### config.mk
export PLATFORM = sky130hd
export DESIGN_NAME = display_refresh_perf_counters_unit_flat
export DESIGN_NICKNAME = d
export VERILOG_FILES = /design/src/sv/drpc_pkg.sv /design/src/sv/drpc_event_if.sv /design/src/sv/drpc_stat_if.sv /design/src/sv/display_refresh_perf_counters_unit.sv /design/src/sv/drpc_stat_stream.sv /design/src/flat_wrapper.sv
export SDC_FILE = /design/constraint.sdc
export NUM_CORES = 2
export LEC_CHECK = 0
export BUFFER_PORTS_ARGS = -buffer_cell sky130_fd_sc_hd__buf_4
export CAP_MARGIN = 20
export CORE_ASPECT_RATIO = 0.8
export CORE_MARGIN = 5
export CORE_UTILIZATION = 42
export CTS_CLUSTER_SIZE = 25
export DETAILED_ROUTE_END_ITERATION = 10
export GPL_TIMING_DRIVEN = 0
export PLACE_DENSITY_LB_ADDON = 0.2
export SYNTH_ARGS = -nofsm -noshare
export SYNTH_HDL_FRONTEND = slang
export SYNTH_SLANG_ARGS = --single-unit
### constraint.sdc
create_clock -name clk -period 16.1 [get_ports clk]
set_clock_uncertainty 0.05 [all_clocks]
set_input_delay 0 -clock clk [delete_from_list [all_inputs] [get_ports clk]]
set_output_delay 0 -clock clk [all_outputs]
set_load 0.1 [all_outputs]
### src/sv/drpc_pkg.sv
package drpc_pkg;

	// event codes carried in func
	typedef enum logic [3:0] {
		FN_REFR_START   = 4'd0,
		FN_REFR_READY   = 4'd1,
		FN_RENDER_START = 4'd2,
		FN_RENDER_READY = 4'd3,
		FN_FLUSH        = 4'd4,
		FN_WAIT_START   = 4'd5,
		FN_WAIT_FINISH  = 4'd6,
		FN_AREA         = 4'd7,
		FN_SNAPSHOT     = 4'd8
	} func_t;

	localparam int STAT_COUNT = 14;
	localparam int STAT_IDX_W = $clog2(STAT_COUNT);

	// order of statistics in a snapshot run
	typedef enum logic [STAT_IDX_W-1:0] {
		ST_WINDOW      = 4'd0,
		ST_REFR_COUNT  = 4'd1,
		ST_DRAWN_COUNT = 4'd2,
		ST_FLUSH_COUNT = 4'd3,
		ST_OVERRUN     = 4'd4,
		ST_REFR_SUM    = 4'd5,
		ST_REFR_MAX    = 4'd6,
		ST_RENDER_SUM  = 4'd7,
		ST_RENDER_MAX  = 4'd8,
		ST_WAIT_SUM    = 4'd9,
		ST_WAIT_MAX    = 4'd10,
		ST_AREA_SUM    = 4'd11,
		ST_AREA_COUNT  = 4'd12,
		ST_AREA_MAX    = 4'd13
	} stat_t;

	localparam int FUNC_W        = 4;
	localparam int TS_W          = 63;
	localparam int COORD_FIELD_W = 16;
	localparam int STAT_W        = 64;
	localparam int AREA_COORD_BITS = 16;

	localparam int PERIOD_W       = 16;
	localparam int PERIOD_US_W    = 26;
	localparam int US_PER_MS      = 1000;
	localparam logic [PERIOD_W-1:0] PERIOD_RESET = 16'd33;

	localparam int APB_ADDR_W = 3;
	localparam int APB_DATA_W = 32;
	localparam logic REG_PERIOD = 1'b0;

	typedef logic [STAT_COUNT-1:0][STAT_W-1:0] stat_vec_t;

endpackage

### src/sv/drpc_event_if.sv
interface drpc_event_if;
	import drpc_pkg::*;

	logic                     valid;
	logic                     ready;
	logic [FUNC_W-1:0]        func;
	logic [TS_W-1:0]          timestamp_us;
	logic [COORD_FIELD_W-1:0] area_width;
	logic [COORD_FIELD_W-1:0] area_height;

	modport source (output valid, func, timestamp_us, area_width, area_height, input ready);
	modport sink (input valid, func, timestamp_us, area_width, area_height, output ready);

endinterface

### src/sv/drpc_stat_if.sv
interface drpc_stat_if;
	import drpc_pkg::*;

	logic                  valid;
	logic                  ready;
	logic [STAT_IDX_W-1:0] stat_index;
	logic [STAT_W-1:0]     stat_value;
	logic                  last;

	modport source (output valid, stat_index, stat_value, last, input ready);
	modport sink (input valid, stat_index, stat_value, last, output ready);

endinterface

### src/sv/display_refresh_perf_counters_unit.sv
// channel  dir  modport          payload
// evt      in   drpc_event_if    func, timestamp_us, area_width, area_height
// stat     out  drpc_stat_if     stat_index, stat_value, last
// apb      in   psel..pready     refresh period (ms) at byte address 0
//
// events pass the event stage register; one beat a cycle unless a snapshot waits.
// a snapshot yields fourteen beats from the stat shift line, one per ready cycle.
// the event stage holds a snapshot only while the previous run is still draining,
// so the stat streamer sets the rate for back-to-back snapshots.
// arst_n clears all counters, sums, maxima, times and the stage valids;
// the refresh period comes out of reset at 33 ms.
module display_refresh_perf_counters_unit
	import drpc_pkg::*;
(
	input  logic                  clk,
	input  logic                  arst_n,
	drpc_event_if.sink            evt,
	drpc_stat_if.source           stat,
	input  logic                  psel,
	input  logic                  penable,
	input  logic                  pwrite,
	input  logic [APB_ADDR_W-1:0] paddr,
	input  logic [APB_DATA_W-1:0] pwdata,
	output logic [APB_DATA_W-1:0] prdata,
	output logic                  pready
);

	// ---------------- configuration ----------------
	logic [PERIOD_W-1:0]    refr_period_q;
	logic [PERIOD_US_W-1:0] period_us_q;   // period in us, kept beside the ms value
	logic                   cfg_wr;
	logic [PERIOD_W-1:0]    wr_period;

	assign pready    = 1'b1;
	assign wr_period = pwdata[PERIOD_W-1:0];
	assign cfg_wr    = psel && penable && pwrite && (paddr[2] == REG_PERIOD);

	always_ff @(posedge clk or negedge arst_n) begin
		if (!arst_n) begin
			refr_period_q <= PERIOD_RESET;
			period_us_q   <= PERIOD_US_W'(32'(PERIOD_RESET) * US_PER_MS);
		end else if (cfg_wr && (wr_period != '0)) begin
			// a zero period is dropped
			refr_period_q <= wr_period;
			period_us_q   <= PERIOD_US_W'(32'(wr_period) * US_PER_MS);
		end
	end

	assign prdata = (paddr[2] == REG_PERIOD) ? APB_DATA_W'(refr_period_q) : '0;

	// ---------------- input register ----------------
	logic                   valid_s1;
	logic [FUNC_W-1:0]      func_s1;
	logic [TS_W-1:0]        now_s1;
	logic [31:0]            px_s1;
	logic                   adv_s1;
	logic [AREA_COORD_BITS-1:0] coord_w;
	logic [AREA_COORD_BITS-1:0] coord_h;
	logic                   snap_load;
	logic                   snap_can_load;

	// product is formed on the way into the stage register
	assign coord_w = AREA_COORD_BITS'(evt.area_width);
	assign coord_h = AREA_COORD_BITS'(evt.area_height);

	// a snapshot waits only while the last run is still on the port
	assign adv_s1    = valid_s1 && ((func_s1 != FN_SNAPSHOT) || snap_can_load);
	assign evt.ready = !valid_s1 || adv_s1;
	assign snap_load = adv_s1 && (func_s1 == FN_SNAPSHOT);

	always_ff @(posedge clk or negedge arst_n) begin
		if (!arst_n) begin
			valid_s1 <= 1'b0;
		end else if (evt.valid && evt.ready) begin
			valid_s1 <= 1'b1;
		end else if (adv_s1) begin
			valid_s1 <= 1'b0;
		end
	end

	always_ff @(posedge clk) begin
		if (evt.valid && evt.ready) begin
			func_s1 <= evt.func;
			now_s1  <= evt.timestamp_us;
			px_s1   <= 32'(coord_w) * 32'(coord_h);
		end
	end

	// ---------------- per-cycle and window state ----------------
	// only the low 32 bits of start times matter: spans are taken mod 2^32
	logic [31:0]   refr_start_q, render_start_q, wait_start_q;
	logic [31:0]   cyc_render_q, cyc_wait_q;
	logic          cyc_drew_q;
	logic [31:0]   refr_count_q, drawn_count_q, flush_count_q, overrun_q;
	logic [63:0]   refr_sum_q, render_sum_q, wait_sum_q;
	logic [31:0]   refr_max_q, render_max_q, wait_max_q;
	logic [63:0]   area_sum_q;
	logic [31:0]   area_count_q, area_max_q;
	logic [TS_W-1:0] win_start_q;

	logic [31:0]   refr_span, render_span, wait_span;
	logic [TS_W-1:0] win_len;
	stat_vec_t     snap_vals;

	assign refr_span   = now_s1[31:0] - refr_start_q;
	assign render_span = now_s1[31:0] - render_start_q;
	assign wait_span   = now_s1[31:0] - wait_start_q;
	// non-positive window length reads as one
	assign win_len     = (now_s1 > win_start_q) ? (now_s1 - win_start_q) : TS_W'(1);

	always_comb begin
		snap_vals                 = '0;
		snap_vals[ST_WINDOW]      = STAT_W'(win_len);
		snap_vals[ST_REFR_COUNT]  = STAT_W'(refr_count_q);
		snap_vals[ST_DRAWN_COUNT] = STAT_W'(drawn_count_q);
		snap_vals[ST_FLUSH_COUNT] = STAT_W'(flush_count_q);
		snap_vals[ST_OVERRUN]     = STAT_W'(overrun_q);
		snap_vals[ST_REFR_SUM]    = refr_sum_q;
		snap_vals[ST_REFR_MAX]    = STAT_W'(refr_max_q);
		snap_vals[ST_RENDER_SUM]  = render_sum_q;
		snap_vals[ST_RENDER_MAX]  = STAT_W'(render_max_q);
		snap_vals[ST_WAIT_SUM]    = wait_sum_q;
		snap_vals[ST_WAIT_MAX]    = STAT_W'(wait_max_q);
		snap_vals[ST_AREA_SUM]    = area_sum_q;
		snap_vals[ST_AREA_COUNT]  = STAT_W'(area_count_q);
		snap_vals[ST_AREA_MAX]    = STAT_W'(area_max_q);
	end

	always_ff @(posedge clk or negedge arst_n) begin
		if (!arst_n) begin
			refr_start_q   <= '0;
			render_start_q <= '0;
			wait_start_q   <= '0;
			cyc_render_q   <= '0;
			cyc_wait_q     <= '0;
			cyc_drew_q     <= 1'b0;
			refr_count_q   <= '0;
			drawn_count_q  <= '0;
			flush_count_q  <= '0;
			overrun_q      <= '0;
			refr_sum_q     <= '0;
			render_sum_q   <= '0;
			wait_sum_q     <= '0;
			refr_max_q     <= '0;
			render_max_q   <= '0;
			wait_max_q     <= '0;
			area_sum_q     <= '0;
			area_count_q   <= '0;
			area_max_q     <= '0;
			win_start_q    <= '0;
		end else if (adv_s1) begin
			case (func_s1)
				FN_REFR_START: begin
					refr_start_q <= now_s1[31:0];
					cyc_render_q <= '0;
					cyc_wait_q   <= '0;
					cyc_drew_q   <= 1'b0;
				end
				FN_REFR_READY: begin
					refr_count_q <= refr_count_q + 1'b1;
					// only cycles that drew feed the timing stats
					if (cyc_drew_q) begin
						drawn_count_q <= drawn_count_q + 1'b1;
						refr_sum_q    <= refr_sum_q + 64'(refr_span);
						render_sum_q  <= render_sum_q + 64'(cyc_render_q);
						wait_sum_q    <= wait_sum_q + 64'(cyc_wait_q);
						if (refr_span > refr_max_q) begin
							refr_max_q <= refr_span;
						end
						if (cyc_render_q > render_max_q) begin
							render_max_q <= cyc_render_q;
						end
						if (cyc_wait_q > wait_max_q) begin
							wait_max_q <= cyc_wait_q;
						end
						if (refr_span > 32'(period_us_q)) begin
							overrun_q <= overrun_q + 1'b1;
						end
					end
				end
				FN_RENDER_START: begin
					render_start_q <= now_s1[31:0];
					cyc_drew_q     <= 1'b1;
				end
				FN_RENDER_READY: begin
					cyc_render_q <= cyc_render_q + render_span;
				end
				FN_FLUSH: begin
					flush_count_q <= flush_count_q + 1'b1;
				end
				FN_WAIT_START: begin
					wait_start_q <= now_s1[31:0];
				end
				FN_WAIT_FINISH: begin
					cyc_wait_q <= cyc_wait_q + wait_span;
				end
				FN_AREA: begin
					area_sum_q   <= area_sum_q + 64'(px_s1);
					area_count_q <= area_count_q + 1'b1;
					if (px_s1 > area_max_q) begin
						area_max_q <= px_s1;
					end
				end
				FN_SNAPSHOT: begin
					// values already handed to the streamer; open a new window
					refr_count_q  <= '0;
					drawn_count_q <= '0;
					flush_count_q <= '0;
					overrun_q     <= '0;
					refr_sum_q    <= '0;
					render_sum_q  <= '0;
					wait_sum_q    <= '0;
					refr_max_q    <= '0;
					render_max_q  <= '0;
					wait_max_q    <= '0;
					area_sum_q    <= '0;
					area_count_q  <= '0;
					area_max_q    <= '0;
					win_start_q   <= now_s1;
				end
				default: begin
					// unknown codes leave everything alone
				end
			endcase
		end
	end

	// ---------------- result streamer ----------------
	drpc_stat_stream u_stream (
		.clk      (clk),
		.arst_n   (arst_n),
		.load     (snap_load),
		.vals     (snap_vals),
		.can_load (snap_can_load),
		.stat     (stat)
	);

`ifndef SYNTHESIS
	// the event stage only ever waits on a snapshot
	a_stall_only_snapshot: assert property (@(posedge clk) disable iff (!arst_n)
		(valid_s1 && !adv_s1) |-> (func_s1 == FN_SNAPSHOT))
		else $error("event stage stalled on a non-snapshot event");

	// a snapshot run starts at index zero in the next cycle
	a_snapshot_starts_run: assert property (@(posedge clk) disable iff (!arst_n)
		snap_load |=> (stat.valid && (stat.stat_index == ST_WINDOW)))
		else $error("snapshot did not start a stat run");

	// the window is empty right after a snapshot
	a_snapshot_clears: assert property (@(posedge clk) disable iff (!arst_n)
		snap_load |=> ((refr_count_q == '0) && (area_count_q == '0) && (area_sum_q == '0)))
		else $error("window not cleared by snapshot");

	// us period tracks the ms register
	a_period_match: assert property (@(posedge clk) disable iff (!arst_n)
		(refr_period_q != '0) && (32'(period_us_q) == 32'(refr_period_q) * 32'(US_PER_MS)))
		else $error("period registers out of step");
`endif

endmodule

### src/sv/drpc_stat_stream.sv
module drpc_stat_stream
	import drpc_pkg::*;
(
	input  logic        clk,
	input  logic        arst_n,
	input  logic        load,
	input  stat_vec_t   vals,
	output logic        can_load,
	drpc_stat_if.source stat
);

	localparam logic [STAT_IDX_W-1:0] LAST_IDX = STAT_IDX_W'(STAT_COUNT - 1);

	stat_vec_t             sbuf_q;
	logic [STAT_IDX_W-1:0] idx_q;
	logic                  valid_q;
	logic                  take;
	logic                  at_last;

	assign at_last  = (idx_q == LAST_IDX);
	assign take     = valid_q && stat.ready;
	assign can_load = !valid_q || (stat.ready && at_last);

	always_ff @(posedge clk or negedge arst_n) begin
		if (!arst_n) begin
			valid_q <= 1'b0;
			idx_q   <= '0;
		end else if (load) begin
			valid_q <= 1'b1;
			idx_q   <= '0;
		end else if (take) begin
			if (at_last) begin
				valid_q <= 1'b0;
			end else begin
				idx_q <= idx_q + 1'b1;
			end
		end
	end

	// head of the shift line is the beat on the port
	always_ff @(posedge clk) begin
		if (load) begin
			sbuf_q <= vals;
		end else if (take) begin
			for (int k = 0; k < STAT_COUNT - 1; k++) begin
				sbuf_q[k] <= sbuf_q[k+1];
			end
		end
	end

	assign stat.valid      = valid_q;
	assign stat.stat_index = idx_q;
	assign stat.stat_value = sbuf_q[0];
	assign stat.last       = at_last;

endmodule

### src/flat_wrapper.sv
// flat-port wrapper written by rule: the top's interface ports become plain ports
module display_refresh_perf_counters_unit_flat import drpc_pkg::*;
  (clk, arst_n, psel, penable, pwrite, paddr, pwdata, prdata, pready, evt_valid, evt_func, evt_timestamp_us, evt_area_width, evt_area_height, evt_ready, stat_valid, stat_stat_index, stat_stat_value, stat_last, stat_ready);
  drpc_event_if evt_i ();
  drpc_stat_if stat_i ();
  input  logic clk;
  input  logic arst_n;
  input  logic psel;
  input  logic penable;
  input  logic pwrite;
  input  logic [APB_ADDR_W-1:0] paddr;
  input  logic [APB_DATA_W-1:0] pwdata;
  output logic [APB_DATA_W-1:0] prdata;
  output logic pready;
  input wire logic [$bits(evt_i.valid)-1:0] evt_valid;
  input wire logic [$bits(evt_i.func)-1:0] evt_func;
  input wire logic [$bits(evt_i.timestamp_us)-1:0] evt_timestamp_us;
  input wire logic [$bits(evt_i.area_width)-1:0] evt_area_width;
  input wire logic [$bits(evt_i.area_height)-1:0] evt_area_height;
  output wire logic [$bits(evt_i.ready)-1:0] evt_ready;
  output wire logic [$bits(stat_i.valid)-1:0] stat_valid;
  output wire logic [$bits(stat_i.stat_index)-1:0] stat_stat_index;
  output wire logic [$bits(stat_i.stat_value)-1:0] stat_stat_value;
  output wire logic [$bits(stat_i.last)-1:0] stat_last;
  input wire logic [$bits(stat_i.ready)-1:0] stat_ready;
  assign evt_i.valid = evt_valid;
  assign evt_i.func = evt_func;
  assign evt_i.timestamp_us = evt_timestamp_us;
  assign evt_i.area_width = evt_area_width;
  assign evt_i.area_height = evt_area_height;
  assign evt_ready = evt_i.ready;
  assign stat_valid = stat_i.valid;
  assign stat_stat_index = stat_i.stat_index;
  assign stat_stat_value = stat_i.stat_value;
  assign stat_last = stat_i.last;
  assign stat_i.ready = stat_ready;
  display_refresh_perf_counters_unit u_core (.clk(clk), .arst_n(arst_n), .evt(evt_i), .stat(stat_i), .psel(psel), .penable(penable), .pwrite(pwrite), .paddr(paddr), .pwdata(pwdata), .prdata(prdata), .pready(pready));
endmodule
==> summary by stage <==
Outcome
The run finished with clean final reports.

Pwr
The cell area power density is 189 nW/µm². In this run the static leakage power is between 0.05 and 0.06 µW. The worst IR drop on VDD is 0.217 mV.

Critical path
Walking the worst path, the cells encountered are ha_1 -> nor2b_1 -> o31a_1 -> o31a_1 -> o211ai_1 -> a41oi_1 -> a31oi_1 -> nand3_1 -> nand2_1 -> o31a_1 -> xnor2_1 -> ha_1 -> a2111oi_0 -> o211ai_1 -> a221oi_1 -> a21oi_1 -> a211o_1 -> nor4_4 -> buf_4 -> nor3_1 -> xnor2_1 -> nor2_1. The required time of the critical path is 16.77 ns. The cell family with the largest share of critical-path delay is compound AO/OA/AOI/OAI gates. The worst setup path is captured at a flip-flop.

The number of buffer and inverter stages on the critical path is 1. The type of origin of the critical path is a flip-flop. Of all nets on the critical path, the largest fanout is 10. The slowest cell on the critical path is xnor2_1. In this design, the critical path's most frequently occurring cell is o31a_1.

The class of the most critical setup path is flip-flop to flip-flop. The critical path data arrival time is 8.32 ns. In this design, the stage delay of the slowest critical-path cell is 0.94 ns.

Drt
The detailed-route wire length per cell is 22.5 µm. The total via count after detailed routing is ~81000. The routed wire length is 329000 µm. The count of nets left with antenna violations after detail routing is 0. The number of detailed-routing iterations run before antenna repair is 7. The first routing iteration left ~7100 violations. After detailed routing, the number of remaining DRC violations is 0. In the routed layout, each cell is associated on average with a via count of 5.50.

Timing
The number of pins exceeding their max-slew limit in the final report is 0. Based on the critical path, the design can be clocked at up to 0.131 GHz. Setup violations remaining at the end of the flow were counted as 0.

Setup repair after global routing left no endpoint under its margin. Summed over all failing endpoints, the final setup total negative slack is 0 ns. The final clock period utilization by the worst path is 47.5%. Measured against its own limit, the worst slew margin works out to between 10% and 20%. The slew of the pin with the lowest slew margin is 1.23 ns. The final critical path time including I/O delays and setup is approximately 7.6 ns.

The number of hold violations in the final report is 0.

Synth
After synthesis the netlist holds a flip-flop and latch count of approximately 1700. The commonest register cell after synthesis is dfrtp_1. The sequential area share after synthesis is 45.5%. The mapped netlist covers 101000 µm². The leading area contributor after synthesis is edfxtp_1.

The yosys synthesis warning count is 0. The post-synthesis cell type count is 91. The average instance in the mapped netlist occupies ~9.5 µm². The number of synthesized flops with an enable pin is 706. In the synthesized netlist the async set-or-reset flop fraction comes to a little under half. After synthesis, the cell types taking the most area are edfxtp_1, dfrtp_1, ha_1. Summed over its instances, the top area cell type makes up between 20% and 30% of the synthesized netlist area. The cell count after synthesis is between 10000 and 15000.

Layout
Leaving out fill and tap cells, the most frequent cell in the layout is nand2_1. The register area is 46000 µm². The area taken by multi-input logic gates is 49400 µm². The layout filler cell count is 22400. The top cell types in the final layout, fill and taps aside, are nand2_1, inv_1, dfrtp_1.

The ratio of cells with drive above 1 in the final layout is 6.75%. The final layout contains 12400 nets. The final instance area is between 100000 and 150000 µm².

The layout overhead on the synthesized area is 15.1%.

Clocking
After clock tree synthesis, the setup repair step added 0 buffers. The maximum clock path buffer count is 4. The CTS tree is built. The clock latency at the later pin of the worst-skew pair is 0.86 ns. Clock-pin slew was measured on the worst setup and hold paths at 0.06 ns. Clock tree synthesis selected as its root buffer the cell clkbuf_16. The post-cts repair resize count is 0.

In this run, post-CTS hold repair placed 192 buffers. The number of buffers inserted during clock tree synthesis is 194. The H-tree was split into 4 levels. The tree built by TritonCTS fans out to 1742 sinks.

Placement
The routability congestion estimate is about 0.94. In this run the tool buffered the top-level ports with 209 buffer cells. The area of placed instances is roughly 110000 µm². Summed over all nets, the half-perimeter wirelength after detailed placement is 254000 µm.

Die
The overall die height is 449 µm. In this run the standard cell core region covers 240000 µm². Once the floorplan was initialized, standard cells occupied between 40% and 50% of the core. Measured along the x axis, the die boundary spans 559 µm.

The number of top-level design ports is 245. The initialized floorplan defines 161 standard-cell rows. The die area is 251000 µm².

Global route
The wire length of the first global-routing pass is 494000 µm. The number of antenna violations at the first check in global routing is 15. In the global route stage, overall resource usage came out at 25.8%. The total global routing overflow is 0. The pin count of the biggest net entering global routing is between 100 and 150. The via count of the first global-routing pass was 78800.

Worst hold path
The tightest min-delay check is of the input port to flip-flop type.

Flow run
The max capacitance violation total is 0.
[metrics by stage]
stage	util (%)	total power (µW)	hold WS, ns	setup slack (ns)	std cells
after detailed placement	44.9	17200	0.0189	8.64	14100
after floorplan	-	14300	-0.346	0.547	10600
after CTS	48.4	22000	0.0331	8.62	14600
after global routing	48.4	23500	0.129	8.31	14600
after global placement	44.4	17200	0.130	-6.00	14000
final	48.4	22000	0.119	8.45	14600
[final timing paths]
path / from / endpoint / slack, ns / depth (start not counted)
worst max register to register: u_core.now_s1[1] / u_core.overrun_q[4] / 8.45 / 22
worst max-delay path: u_core.now_s1[1] / u_core.overrun_q[4] / 8.45 / 22
max in group asynchronous: arst_n / u_core.cyc_wait_q[23] / 12.81 / 9
worst min register to register: u_core.u_stream.sbuf_q[316] / u_core.u_stream.sbuf_q[252] / 0.39 / 2
min in group asynchronous: arst_n / u_core.refr_sum_q[48] / 0.34 / 4
worst min-delay path: pwdata[0] / u_core.period_us_q[5] / 0.12 / 4
[registers in the layout, indices dropped and copies added, names as in the netlist, 63 cells and up]
| signal | cells |
|---|---|
| u_core.area_sum_q | 64 |
| u_core.u_stream.sbuf_q | 768 |
| u_core.refr_sum_q | 64 |
| u_core.win_start_q | 63 |
| u_core.wait_sum_q | 64 |
| u_core.u_stream.stat.stat_value | 64 |
| u_core.now_s1 | 63 |
| u_core.render_sum_q | 64 |
[per-layer routing]
metal / global-route usage (%) / up-vias / wire, µm
met3: 3.45 / 546 / 21900
met2: 40.0 / 2831 / 147000
met5: 0 / - / 0
met1: 36.7 / 39500 / 146000
met4: 9.89 / 0 / 14600
li1: - / 37600 / -
[tightest hold or removal path, cell delays in order]
cell           delay [ns]
dlygate4sd3_1        0.55
buf_4                0.15
ha_1                 0.15
mux2_2               0.14
[Yosys cell counts (all sizes together) (64+ instances only)]
master and count:
inv 864, xnor2 263, dfxtp 225, nand3 646, xor2 237, buf 151, dfrtp 805, nand2 1994
fa 316, a21o 219, nand2b 64, edfxtp 706, clkbuf 441, a21oi 565, nand4 119, nor2 431
and2 182, nor3 74, and3 100, o21ai 676, ha 609, a22o 190, nor2b 71
[power by group]
group | total [µW] | switching, µW | internal, µW
combinational | 10200 | 6200 | 4020
clock | 4670 | 1920 | 2750
sequential | 7060 | 965 | 6090
total | 22000 | 9090 | 12900
[cell families (layout without fill, tap and decap cells)]
group / Yosys count / in the layout / synth area share [%]
compound gates: 2064 / 2064 / 12.7
buf+inv: 1456 / 2266 / 5.74
mux: 54 / 54 / 0.582
xor+xnor: 500 / 500 / 4.33
flops: 1742 / 1742 / 45.5
simple gates: 3878 / 3878 / 17.3
fa+ha+maj: 925 / 925 / 13.8
other cells: 2 / 23 / 0.00743
[area by class of cell]
| cell class | count | share of cell area [%] |
|---|---|---|
| antenna | 6 | 0.0129 |
| buffer | 592 | 2.21 |
| clock buffer | 243 | 4.50 |
| clock inverter | 111 | 1.17 |
| inverter | 864 | 2.79 |
| multi-input combinational | 7438 | 42.5 |
| sequential | 1742 | 39.6 |
| tap | 3178 | 3.42 |
| timing repair buffer | 456 | 3.90 |
Power figures use the tool's default switching activity.
